File: src/sv/cat_pkg.sv
// Shared types and constants for the compacting array table.
package cat_pkg;

  // Fixed field widths of the stream payload
  localparam int ActW = 2;
  localparam int ValW = 32;
  localparam int PosW = 5;
  localparam int StsW = 2;

  // Action carried on the input tuser
  typedef enum logic [ActW-1:0] {
    ACT_INSERT = 2'd0,
    ACT_LIST   = 2'd1,
    ACT_SEARCH = 2'd2,
    ACT_DELETE = 2'd3
  } cat_action_e;

  // Result status carried on the output tuser
  typedef enum logic [StsW-1:0] {
    ST_DONE = 2'd0,
    ST_FULL = 2'd1,
    ST_NONE = 2'd2
  } cat_status_e;

  // Commands from the controller to the datapath
  typedef struct packed {
    logic load;    // latch the accepted item and arm the scan
    logic insert;  // append the value or report full
    logic scan;    // walk one entry per cycle unless stalled by a waiting result
    logic finish;  // emit the closing result of a scan
  } cat_cmd_t;

  // Status from the datapath to the controller
  typedef struct packed {
    logic out_free;  // output register can take a result this cycle
    logic scan_end;  // every entry has been read and processed
  } cat_sts_t;

endpackage

File: src/sv/cat_ctrl.sv
// Controller state machine sequencing insert and scan operations.
module cat_ctrl import cat_pkg::*; (
  input  logic        clk_i,
  input  logic        rst_ni,
  input  logic        in_valid_i,
  input  cat_action_e in_action_i,
  input  cat_sts_t    sts_i,
  output logic        in_ready_o,
  output cat_cmd_t    cmd_o
);

  typedef enum logic [3:0] {
    S_IDLE = 4'b0001,
    S_INS  = 4'b0010,
    S_SCAN = 4'b0100,
    S_DONE = 4'b1000
  } state_e;

  state_e state_q, state_d;

  // Next state and commands
  always_comb begin
    state_d    = state_q;
    cmd_o      = '0;
    in_ready_o = 1'b0;
    case (state_q)
      S_IDLE: begin
        in_ready_o = 1'b1;
        if (in_valid_i) begin
          cmd_o.load = 1'b1;
          state_d    = (in_action_i == ACT_INSERT) ? S_INS : S_SCAN;
        end
      end
      S_INS: begin
        if (sts_i.out_free) begin
          cmd_o.insert = 1'b1;
          state_d      = S_IDLE;
        end
      end
      S_SCAN: begin
        cmd_o.scan = 1'b1;
        if (sts_i.scan_end) begin
          state_d = S_DONE;
        end
      end
      S_DONE: begin
        if (sts_i.out_free) begin
          cmd_o.finish = 1'b1;
          state_d      = S_IDLE;
        end
      end
      default: begin
        state_d = S_IDLE;
      end
    endcase
  end

  // State register
  always_ff @(posedge clk_i or negedge rst_ni) begin
    if (!rst_ni) begin
      state_q <= S_IDLE;
    end else begin
      state_q <= state_d;
    end
  end

endmodule

File: src/sv/cat_dp.sv
// Datapath: entry memory, fill count, scan counters and result register.
module cat_dp import cat_pkg::*; #(
  parameter int DEPTH = 16
) (
  input  logic                   clk_i,
  input  logic                   rst_ni,
  input  cat_cmd_t               cmd_i,
  output cat_sts_t               sts_o,
  input  cat_action_e            in_action_i,
  input  logic [ValW-1:0]        in_value_i,
  input  logic                   out_ready_i,
  output logic                   out_valid_o,
  output cat_status_e            out_status_o,
  output logic [PosW-1:0]        out_position_o,
  output logic signed [ValW-1:0] out_entry_value_o,
  output logic                   out_last_o
);

  localparam int CW = $clog2(DEPTH + 1);
  localparam int AW = (DEPTH > 1) ? $clog2(DEPTH) : 1;
  localparam int XW = (CW > PosW) ? CW : PosW;

  // Fit a count into the position field, dropping high bits
  function automatic logic [PosW-1:0] to_pos(logic [CW-1:0] x);
    logic [XW-1:0] e;
    e = XW'(x);
    return e[PosW-1:0];
  endfunction

  // Entry memory
  logic [ValW-1:0] mem [DEPTH];
  logic [ValW-1:0] rdata_q;
  logic            mem_we, rd_en;
  logic [AW-1:0]   mem_waddr;
  logic [ValW-1:0] mem_wdata;

  // Control registers
  logic [CW-1:0] fill_q, fill_d;
  logic [CW-1:0] rd_idx_q, rd_idx_d;
  logic [CW-1:0] kept_q, kept_d;
  logic          rv_q, rv_d;
  logic          pend_q, pend_d;
  logic          ov_q, ov_d;

  // Payload registers
  cat_action_e     act_q, act_d;
  logic [ValW-1:0] val_q, val_d;
  logic [CW-1:0]   pidx_q, pidx_d;
  logic [PosW-1:0] pend_pos_q, pend_pos_d;
  logic [ValW-1:0] pend_val_q, pend_val_d;
  cat_status_e     o_status_q, o_status_d;
  logic [PosW-1:0] o_pos_q, o_pos_d;
  logic [ValW-1:0] o_val_q, o_val_d;
  logic            o_last_q, o_last_d;

  logic out_free, is_list, is_del, eq, hit, stall, full;

  assign out_free       = !ov_q || out_ready_i;
  assign is_list        = (act_q == ACT_LIST);
  assign is_del         = (act_q == ACT_DELETE);
  assign eq             = (rdata_q == val_q);
  assign hit            = is_list || eq;
  assign stall          = !is_del && rv_q && hit && pend_q && !out_free;
  assign full           = (fill_q == CW'(DEPTH));
  assign sts_o.out_free = out_free;
  assign sts_o.scan_end = !rv_q && (rd_idx_q == fill_q);

  // Operation sequencing and result formation
  always_comb begin
    fill_d     = fill_q;
    rd_idx_d   = rd_idx_q;
    kept_d     = kept_q;
    rv_d       = rv_q;
    pend_d     = pend_q;
    act_d      = act_q;
    val_d      = val_q;
    pidx_d     = pidx_q;
    pend_pos_d = pend_pos_q;
    pend_val_d = pend_val_q;
    ov_d       = ov_q && !out_ready_i;
    o_status_d = o_status_q;
    o_pos_d    = o_pos_q;
    o_val_d    = o_val_q;
    o_last_d   = o_last_q;
    mem_we     = 1'b0;
    mem_waddr  = fill_q[AW-1:0];
    mem_wdata  = val_q;
    rd_en      = 1'b0;

    // Latch the accepted item and restart the walk
    if (cmd_i.load) begin
      act_d    = in_action_i;
      val_d    = in_value_i;
      rd_idx_d = '0;
      kept_d   = '0;
      rv_d     = 1'b0;
      pend_d   = 1'b0;
    end

    // Append or reject
    if (cmd_i.insert) begin
      ov_d     = 1'b1;
      o_val_d  = '0;
      o_last_d = 1'b1;
      if (full) begin
        o_status_d = ST_FULL;
        o_pos_d    = to_pos(fill_q);
      end else begin
        mem_we     = 1'b1;
        fill_d     = CW'(fill_q + CW'(1));
        o_status_d = ST_DONE;
        o_pos_d    = to_pos(CW'(fill_q + CW'(1)));
      end
    end

    // Process the fetched entry and fetch the next one
    if (cmd_i.scan && !stall) begin
      if (rv_q) begin
        if (is_del) begin
          if (!eq) begin
            mem_we    = 1'b1;
            mem_waddr = kept_q[AW-1:0];
            mem_wdata = rdata_q;
            kept_d    = CW'(kept_q + CW'(1));
          end
        end else if (hit) begin
          if (pend_q) begin
            ov_d       = 1'b1;
            o_status_d = ST_DONE;
            o_pos_d    = pend_pos_q;
            o_val_d    = pend_val_q;
            o_last_d   = 1'b0;
          end
          pend_d     = 1'b1;
          pend_pos_d = to_pos(CW'(pidx_q + CW'(1)));
          pend_val_d = rdata_q;
        end
      end
      if (rd_idx_q != fill_q) begin
        rd_en    = 1'b1;
        rv_d     = 1'b1;
        pidx_d   = rd_idx_q;
        rd_idx_d = CW'(rd_idx_q + CW'(1));
      end else begin
        rv_d = 1'b0;
      end
    end

    // Close the walk with the final result
    if (cmd_i.finish) begin
      ov_d     = 1'b1;
      o_last_d = 1'b1;
      o_val_d  = '0;
      if (is_del) begin
        fill_d     = kept_q;
        o_pos_d    = to_pos(CW'(fill_q - kept_q));
        o_status_d = (fill_q == kept_q) ? ST_NONE : ST_DONE;
      end else if (pend_q) begin
        o_status_d = ST_DONE;
        o_pos_d    = pend_pos_q;
        o_val_d    = pend_val_q;
      end else begin
        o_status_d = ST_NONE;
        o_pos_d    = '0;
      end
      pend_d = 1'b0;
    end
  end

  // Memory: one write port, one registered read port
  always_ff @(posedge clk_i) begin
    if (mem_we) begin
      mem[mem_waddr] <= mem_wdata;
    end
    if (rd_en) begin
      rdata_q <= mem[rd_idx_q[AW-1:0]];
    end
  end

  // Control registers
  always_ff @(posedge clk_i or negedge rst_ni) begin
    if (!rst_ni) begin
      fill_q   <= '0;
      rd_idx_q <= '0;
      kept_q   <= '0;
      rv_q     <= 1'b0;
      pend_q   <= 1'b0;
      ov_q     <= 1'b0;
    end else begin
      fill_q   <= fill_d;
      rd_idx_q <= rd_idx_d;
      kept_q   <= kept_d;
      rv_q     <= rv_d;
      pend_q   <= pend_d;
      ov_q     <= ov_d;
    end
  end

  // Payload registers
  always_ff @(posedge clk_i) begin
    act_q      <= act_d;
    val_q      <= val_d;
    pidx_q     <= pidx_d;
    pend_pos_q <= pend_pos_d;
    pend_val_q <= pend_val_d;
    o_status_q <= o_status_d;
    o_pos_q    <= o_pos_d;
    o_val_q    <= o_val_d;
    o_last_q   <= o_last_d;
  end

  assign out_valid_o       = ov_q;
  assign out_status_o      = o_status_q;
  assign out_position_o    = o_pos_q;
  assign out_entry_value_o = o_val_q;
  assign out_last_o        = o_last_q;

  // Fill count never passes the table depth
  assert property (@(posedge clk_i) disable iff (!rst_ni) fill_q <= CW'(DEPTH))
    else $error("fill count above depth");

  // Compaction never writes ahead of the read pointer
  assert property (@(posedge clk_i) disable iff (!rst_ni) kept_q <= rd_idx_q)
    else $error("kept count ahead of read pointer");

  // The walk never reads beyond the filled part of the table
  assert property (@(posedge clk_i) disable iff (!rst_ni) cmd_i.scan |-> rd_idx_q <= fill_q)
    else $error("scan read pointer beyond fill count");

  // A held match only exists for list and search
  assert property (@(posedge clk_i) disable iff (!rst_ni) pend_q |-> !is_del)
    else $error("pending match during delete");

endmodule

File: src/sv/compacting_array_table_core.sv
// Top level of the compacting array table: stream ports around controller and datapath.
// An unsorted table of up to DEPTH signed 32-bit entries with a fill count. Each input
// transfer carries an action on tuser (insert, list, search, delete) and a value on tdata.
// Items are handled one at a time. Insert registers its result from the S_INS state once
// the output register is free, and the next item is taken when the controller is back in
// S_IDLE. List, search and delete walk the stored entries through the single read port
// of the entry memory, one entry per cycle unless a result waits for the output register.
// Their final result is registered from the S_DONE state at the end of the walk, and the
// next item is taken when the controller is back in S_IDLE. The insert result, every
// list or search result and every final result wait for the output register to free up
// while tready is low. Delete compacts the table in the same walk. Every operation ends
// with a result flagged by tlast. Entry memory needs no clearing after reset.
module compacting_array_table_core import cat_pkg::*; #(
  parameter int DEPTH = 16
) (
  input  logic        clk_i,
  input  logic        rst_ni,
  input  logic        s_axis_tvalid_i,
  output logic        s_axis_tready_o,
  input  logic [31:0] s_axis_tdata_i,   // [31:0] value
  input  logic [1:0]  s_axis_tuser_i,   // [1:0] action
  output logic        m_axis_tvalid_o,
  input  logic        m_axis_tready_i,
  output logic [39:0] m_axis_tdata_o,   // [4:0] position, [36:5] entry_value, [39:37] zero
  output logic [1:0]  m_axis_tuser_o,   // [1:0] status
  output logic        m_axis_tlast_o
);

  cat_cmd_t               cmd;
  cat_sts_t               sts;
  cat_action_e            in_action;
  cat_status_e            out_status;
  logic [PosW-1:0]        out_position;
  logic signed [ValW-1:0] out_entry_value;

  assign in_action = cat_action_e'(s_axis_tuser_i);

  cat_ctrl u_ctrl (
    .clk_i       (clk_i),
    .rst_ni      (rst_ni),
    .in_valid_i  (s_axis_tvalid_i),
    .in_action_i (in_action),
    .sts_i       (sts),
    .in_ready_o  (s_axis_tready_o),
    .cmd_o       (cmd)
  );

  cat_dp #(
    .DEPTH (DEPTH)
  ) u_dp (
    .clk_i             (clk_i),
    .rst_ni            (rst_ni),
    .cmd_i             (cmd),
    .sts_o             (sts),
    .in_action_i       (in_action),
    .in_value_i        (s_axis_tdata_i),
    .out_ready_i       (m_axis_tready_i),
    .out_valid_o       (m_axis_tvalid_o),
    .out_status_o      (out_status),
    .out_position_o    (out_position),
    .out_entry_value_o (out_entry_value),
    .out_last_o        (m_axis_tlast_o)
  );

  // Pack the result fields
  assign m_axis_tdata_o = {3'b000, out_entry_value, out_position};
  assign m_axis_tuser_o = out_status;

endmodule
File: config.mk
export PLATFORM = sky130hd
export DESIGN_NAME = compacting_array_table_core
export DESIGN_NICKNAME = d
export VERILOG_FILES = /design/src/sv/cat_pkg.sv /design/src/sv/cat_ctrl.sv /design/src/sv/cat_dp.sv /design/src/sv/compacting_array_table_core.sv
export SDC_FILE = /design/constraint.sdc
export NUM_CORES = 1
export LEC_CHECK = 0
export BUFFER_PORTS_ARGS = -buffer_cell sky130_fd_sc_hd__buf_4
export CORE_UTILIZATION = 65
export CTS_CLUSTER_DIAMETER = 200
export CTS_CLUSTER_SIZE = 16
export DETAILED_ROUTE_END_ITERATION = 8
export PLACE_DENSITY = 0.95
export SYNTH_ARGS = -nofsm -noshare
export SYNTH_HDL_FRONTEND = slang
export SYNTH_SLANG_ARGS = --single-unit
File: constraint.sdc
create_clock -name clk_i -period 9.3 [get_ports clk_i]
set_input_delay 0.93 -clock clk_i [delete_from_list [all_inputs] [get_ports clk_i]]
set_output_delay 0.93 -clock clk_i [all_outputs]
set_load 0.01 [all_outputs]
==> impl_metrics.json <==
{
  "rows": 73,
  "tightest_slew_ps": 1380,
  "finalPower_mw": 7.22,
  "ys.warnings.count": 0,
  "dp_hpwl_mm": 36.3,
  "syn_to_final_growth_pct": 10.2,
  "grt_usage_pct": 33.7,
  "swShare_pct": 27.3,
  "die-area_um2": 41500,
  "synthArstFlopShare_pct": 3.23,
  "wire_per_inst_um": 35.6,
  "cts.sinks": 682,
  "clockBufferDepth": 3,
  "power_leakage_nw": 9.22,
  "rsz0062_at_grt": "false",
  "register_area_um2": 20000,
  "htreeDepth": 2,
  "port_buffers": 79,
  "start_kind": "flip-flop",
  "arrival_ps": 4310,
  "chipHeight_um": 204,
  "cts_root_buf": "clkbuf_16",
  "yosys_register_bits": 682,
  "grt_overflow": 0,
  "powerDensity_nw_per_um2": 247,
  "critPathCaptureType": "flip-flop",
  "die_w_um": 204,
  "clock_skew_ps": 32.2,
  "antenna_found_initial": 0,
  "power.share.clock_pct": 27.9,
  "crit_family": "compound AO/OA/AOI/OAI gates",
  "grt_pass1_wl_mm": 97.0,
  "drc": 0,
  "cp_slowest_cell": "o31ai_4",
  "layout-drive-gt1-share_pct": 30.3,
  "ctsResizeCount": 0,
  "synth_seq_area_share_pct": 75.4,
  "period_needed_ps": 4070,
  "grt_pass1_vias": 13800,
  "seqPwrFrac_pct": 53.2,
  "min_path_type": "input port to async pin",
  "intPower_mw": 5.24,
  "crit_buf_inv": 2,
  "gp_congestion": 0.900,
  "postLayoutCoreUtil_pct": 73.1,
  "slew-limit-headroom_pct": 7.67,
  "drt_iter0_drc": 2168,
  "outcome": "complete, no violations",
  "postCtsSetupRepairBufs": 0,
  "cts_tree": "yes",
  "multi_input_area_um2": 6310,
  "drtAntennaViolNets": 0,
  "pwr-share-comb_pct": 18.9,
  "maxCapViolCount": 0,
  "ir_drop_v": 0.000260,
  "cts-buffers-inserted": 48,
  "hold_viol_final": 0,
  "core_um2": 39900,
  "fillCellCount": 1992,
  "finalSetupViolations": 0,
  "crit_required_ps": 9540,
  "netlist_instances": 1248,
  "synth_edf_count": 620,
  "finalNetCount": 1385,
  "start_util_pct": 66.3,
  "grt_max_degree": 99,
  "clk_pin_slew_worst_paths_ps": 80,
  "via_count": 13900,
  "cp_cell_sequence": "inv_1 -> ha_1 -> nand3_1 -> nand2_1 -> nor3_2 -> a21oi_1 -> o31ai_4 -> buf_4",
  "wl_mm": 67.7,
  "setup-tns-final_ps": 0,
  "avgSynthCellArea_um2": 21.2,
  "max_stage_delay_ps": 1060,
  "final_max_slew_viol_count": 0,
  "crit_fanout": 18,
  "hold_buffers": 0,
  "switchingPower_mw": 1.97,
  "ys_dominant_reg_cell": "edfxtp_1",
  "insertion_delay_ps": 590,
  "critPathKind": "flip-flop to flip-flop",
  "syn_area_um2": 26500,
  "via_per_inst": 7.30,
  "finalCritPeriodShare_pct": 43.8,
  "fmax_mhz": 246,
  "ioPinCount": 83,
  "synth.distinct_cells": 65,
  "drt_pass1_iterations": 5
}
==> final cells by class <==
| class | count | area share (%) |
|---|---|---|
| tap | 525 | 2.25 |
| clock inverter | 3 | 0.0901 |
| timing repair buffer | 101 | 2.64 |
| clock buffer | 85 | 4.67 |
| antenna | 1 | 0.00858 |
| multi-input combinational | 490 | 21.6 |
| sequential | 682 | 68.5 |
| inverter | 14 | 0.180 |
==> cell usage in the layout, fill, tap and decap left out, types with 11 or more instances in the layout <==
cell type and count:
nand2_1 37, nor2_1 22, a22o_2 27, dfxtp_1 40, nand3_1 15, clkbuf_16 49
a21oi_1 12, dfrtp_1 17, buf_4 100, clkbuf_1 36, inv_1 13, a21oi_4 11
edfxtp_1 620, mux2_2 34, xor2_1 42, mux4_2 160
==> worst reg2reg max path, delay by kind of cell (launching register included) <==
family | cells | cell delay [ps]
AO/OA/AOI/OAI | 2 | 1350
adder cells (fa/ha/maj) | 1 | 270
buffers and inverters | 2 | 780
flip-flops | 1 | 660
AND/OR/NAND/NOR | 3 | 660
==> worst paths after layout <==
check,to,slack (ps),cells after the start,startpoint
max,u_dp.mem[3][17]$_DFFE_PP_,5230,8,u_dp.fill_q[0]$_DFF_PN0_
min,u_dp.out_valid_o$_DFF_PN0_,230,1,rst_ni
max reg2reg,u_dp.mem[3][17]$_DFFE_PP_,5230,8,u_dp.fill_q[0]$_DFF_PN0_
min reg2reg,u_dp.out_entry_value_o[0]$_DFF_P_,470,1,u_dp.pend_val_q[0]$_DFFE_PP_
max in group asynchronous,u_ctrl.state_q[0]$_DFFE_PN1P_,8770,1,rst_ni
min in group clk_i,u_dp.out_entry_value_o[0]$_DFF_P_,470,1,u_dp.pend_val_q[0]$_DFFE_PP_
==> registers in the layout, indices dropped and copies added (netlist names) <==
| signal | flops |
|---|---|
| u_dp.mem | 512 |
| u_dp.out_entry_value_o | 32 |
| u_dp.pend_val_q | 32 |
| u_dp.rdata_q | 32 |
| u_dp.val_q | 32 |
| u_dp.fill_q | 5 |
| u_dp.kept_q | 5 |
| u_dp.out_position_o | 5 |
| u_dp.pend_pos_q | 5 |
| u_dp.pidx_q | 5 |
| u_dp.rd_idx_q | 5 |
| u_ctrl.state_q | 4 |
| u_dp.act_q | 2 |
| u_dp.out_status_o | 2 |
| u_dp.out_last_o | 1 |
| u_dp.out_valid_o | 1 |
| u_dp.pend_q | 1 |
| u_dp.rv_q | 1 |
==> layer usage <==
metal	share of wire (%)	vias to the layer above	global-route usage, %
met2	50	1333	54.3
met3	11	239	6.12
met1	34	6994	45.2
met5	0	-	0
li1	-	5312	-
met4	5.1	0	16.0
==> through the flow <==
stage	hold slack [ps]	setup slack [ps]	area, µm²	instances
after detailed placement	454	5390	27800	1812
final	230	5230	29200	1901
after CTS	233	5360	29200	1900
after global placement	451	5560	27800	1812
after global routing	236	5160	29200	1900
after floorplan	420	4620	26500	1250
==> synth_stat cells (15+ instances only) <==
cell type	n	area [µm²]
nand3_1	15	75.1
mux2_2	34	383
clkbuf_1	34	128
xor2_1	42	368
a21oi_1	22	110
nand2_1	37	139
mux4_2	160	3600
a22o_2	26	260
dfrtp_1	21	526
buf_2	16	80.1
nor2_1	22	82.6
dfxtp_1	40	801
edfxtp_1	620	18600
==> power by group through the flow <==
stage / Clock [mW] / Sequential, mW / Combinational [mW]
after detailed placement: 0 / 3.90 / 1.32
after global placement: 0 / 3.88 / 1.25
after CTS: 2.02 / 3.84 / 1.35
after global routing: 2.12 / 3.86 / 1.43
after floorplan: 0 / 3.79 / 0.989
final: 2.01 / 3.84 / 1.36
==> logic make-up after synthesis <==
| kind of cell | after synthesis | synth area share [%] |
|---|---|---|
| flops | 682 | 75.4 |
| mux | 199 | 15.2 |
| simple gates | 127 | 2.57 |
| compound gates | 101 | 3.03 |
| buf+inv | 78 | 1.55 |
| xor+xnor | 50 | 1.65 |
| fa+ha+maj | 10 | 0.501 |
| other cells | 1 | 0.0142 |
Note: power is estimated with default switching activity, not from simulation.
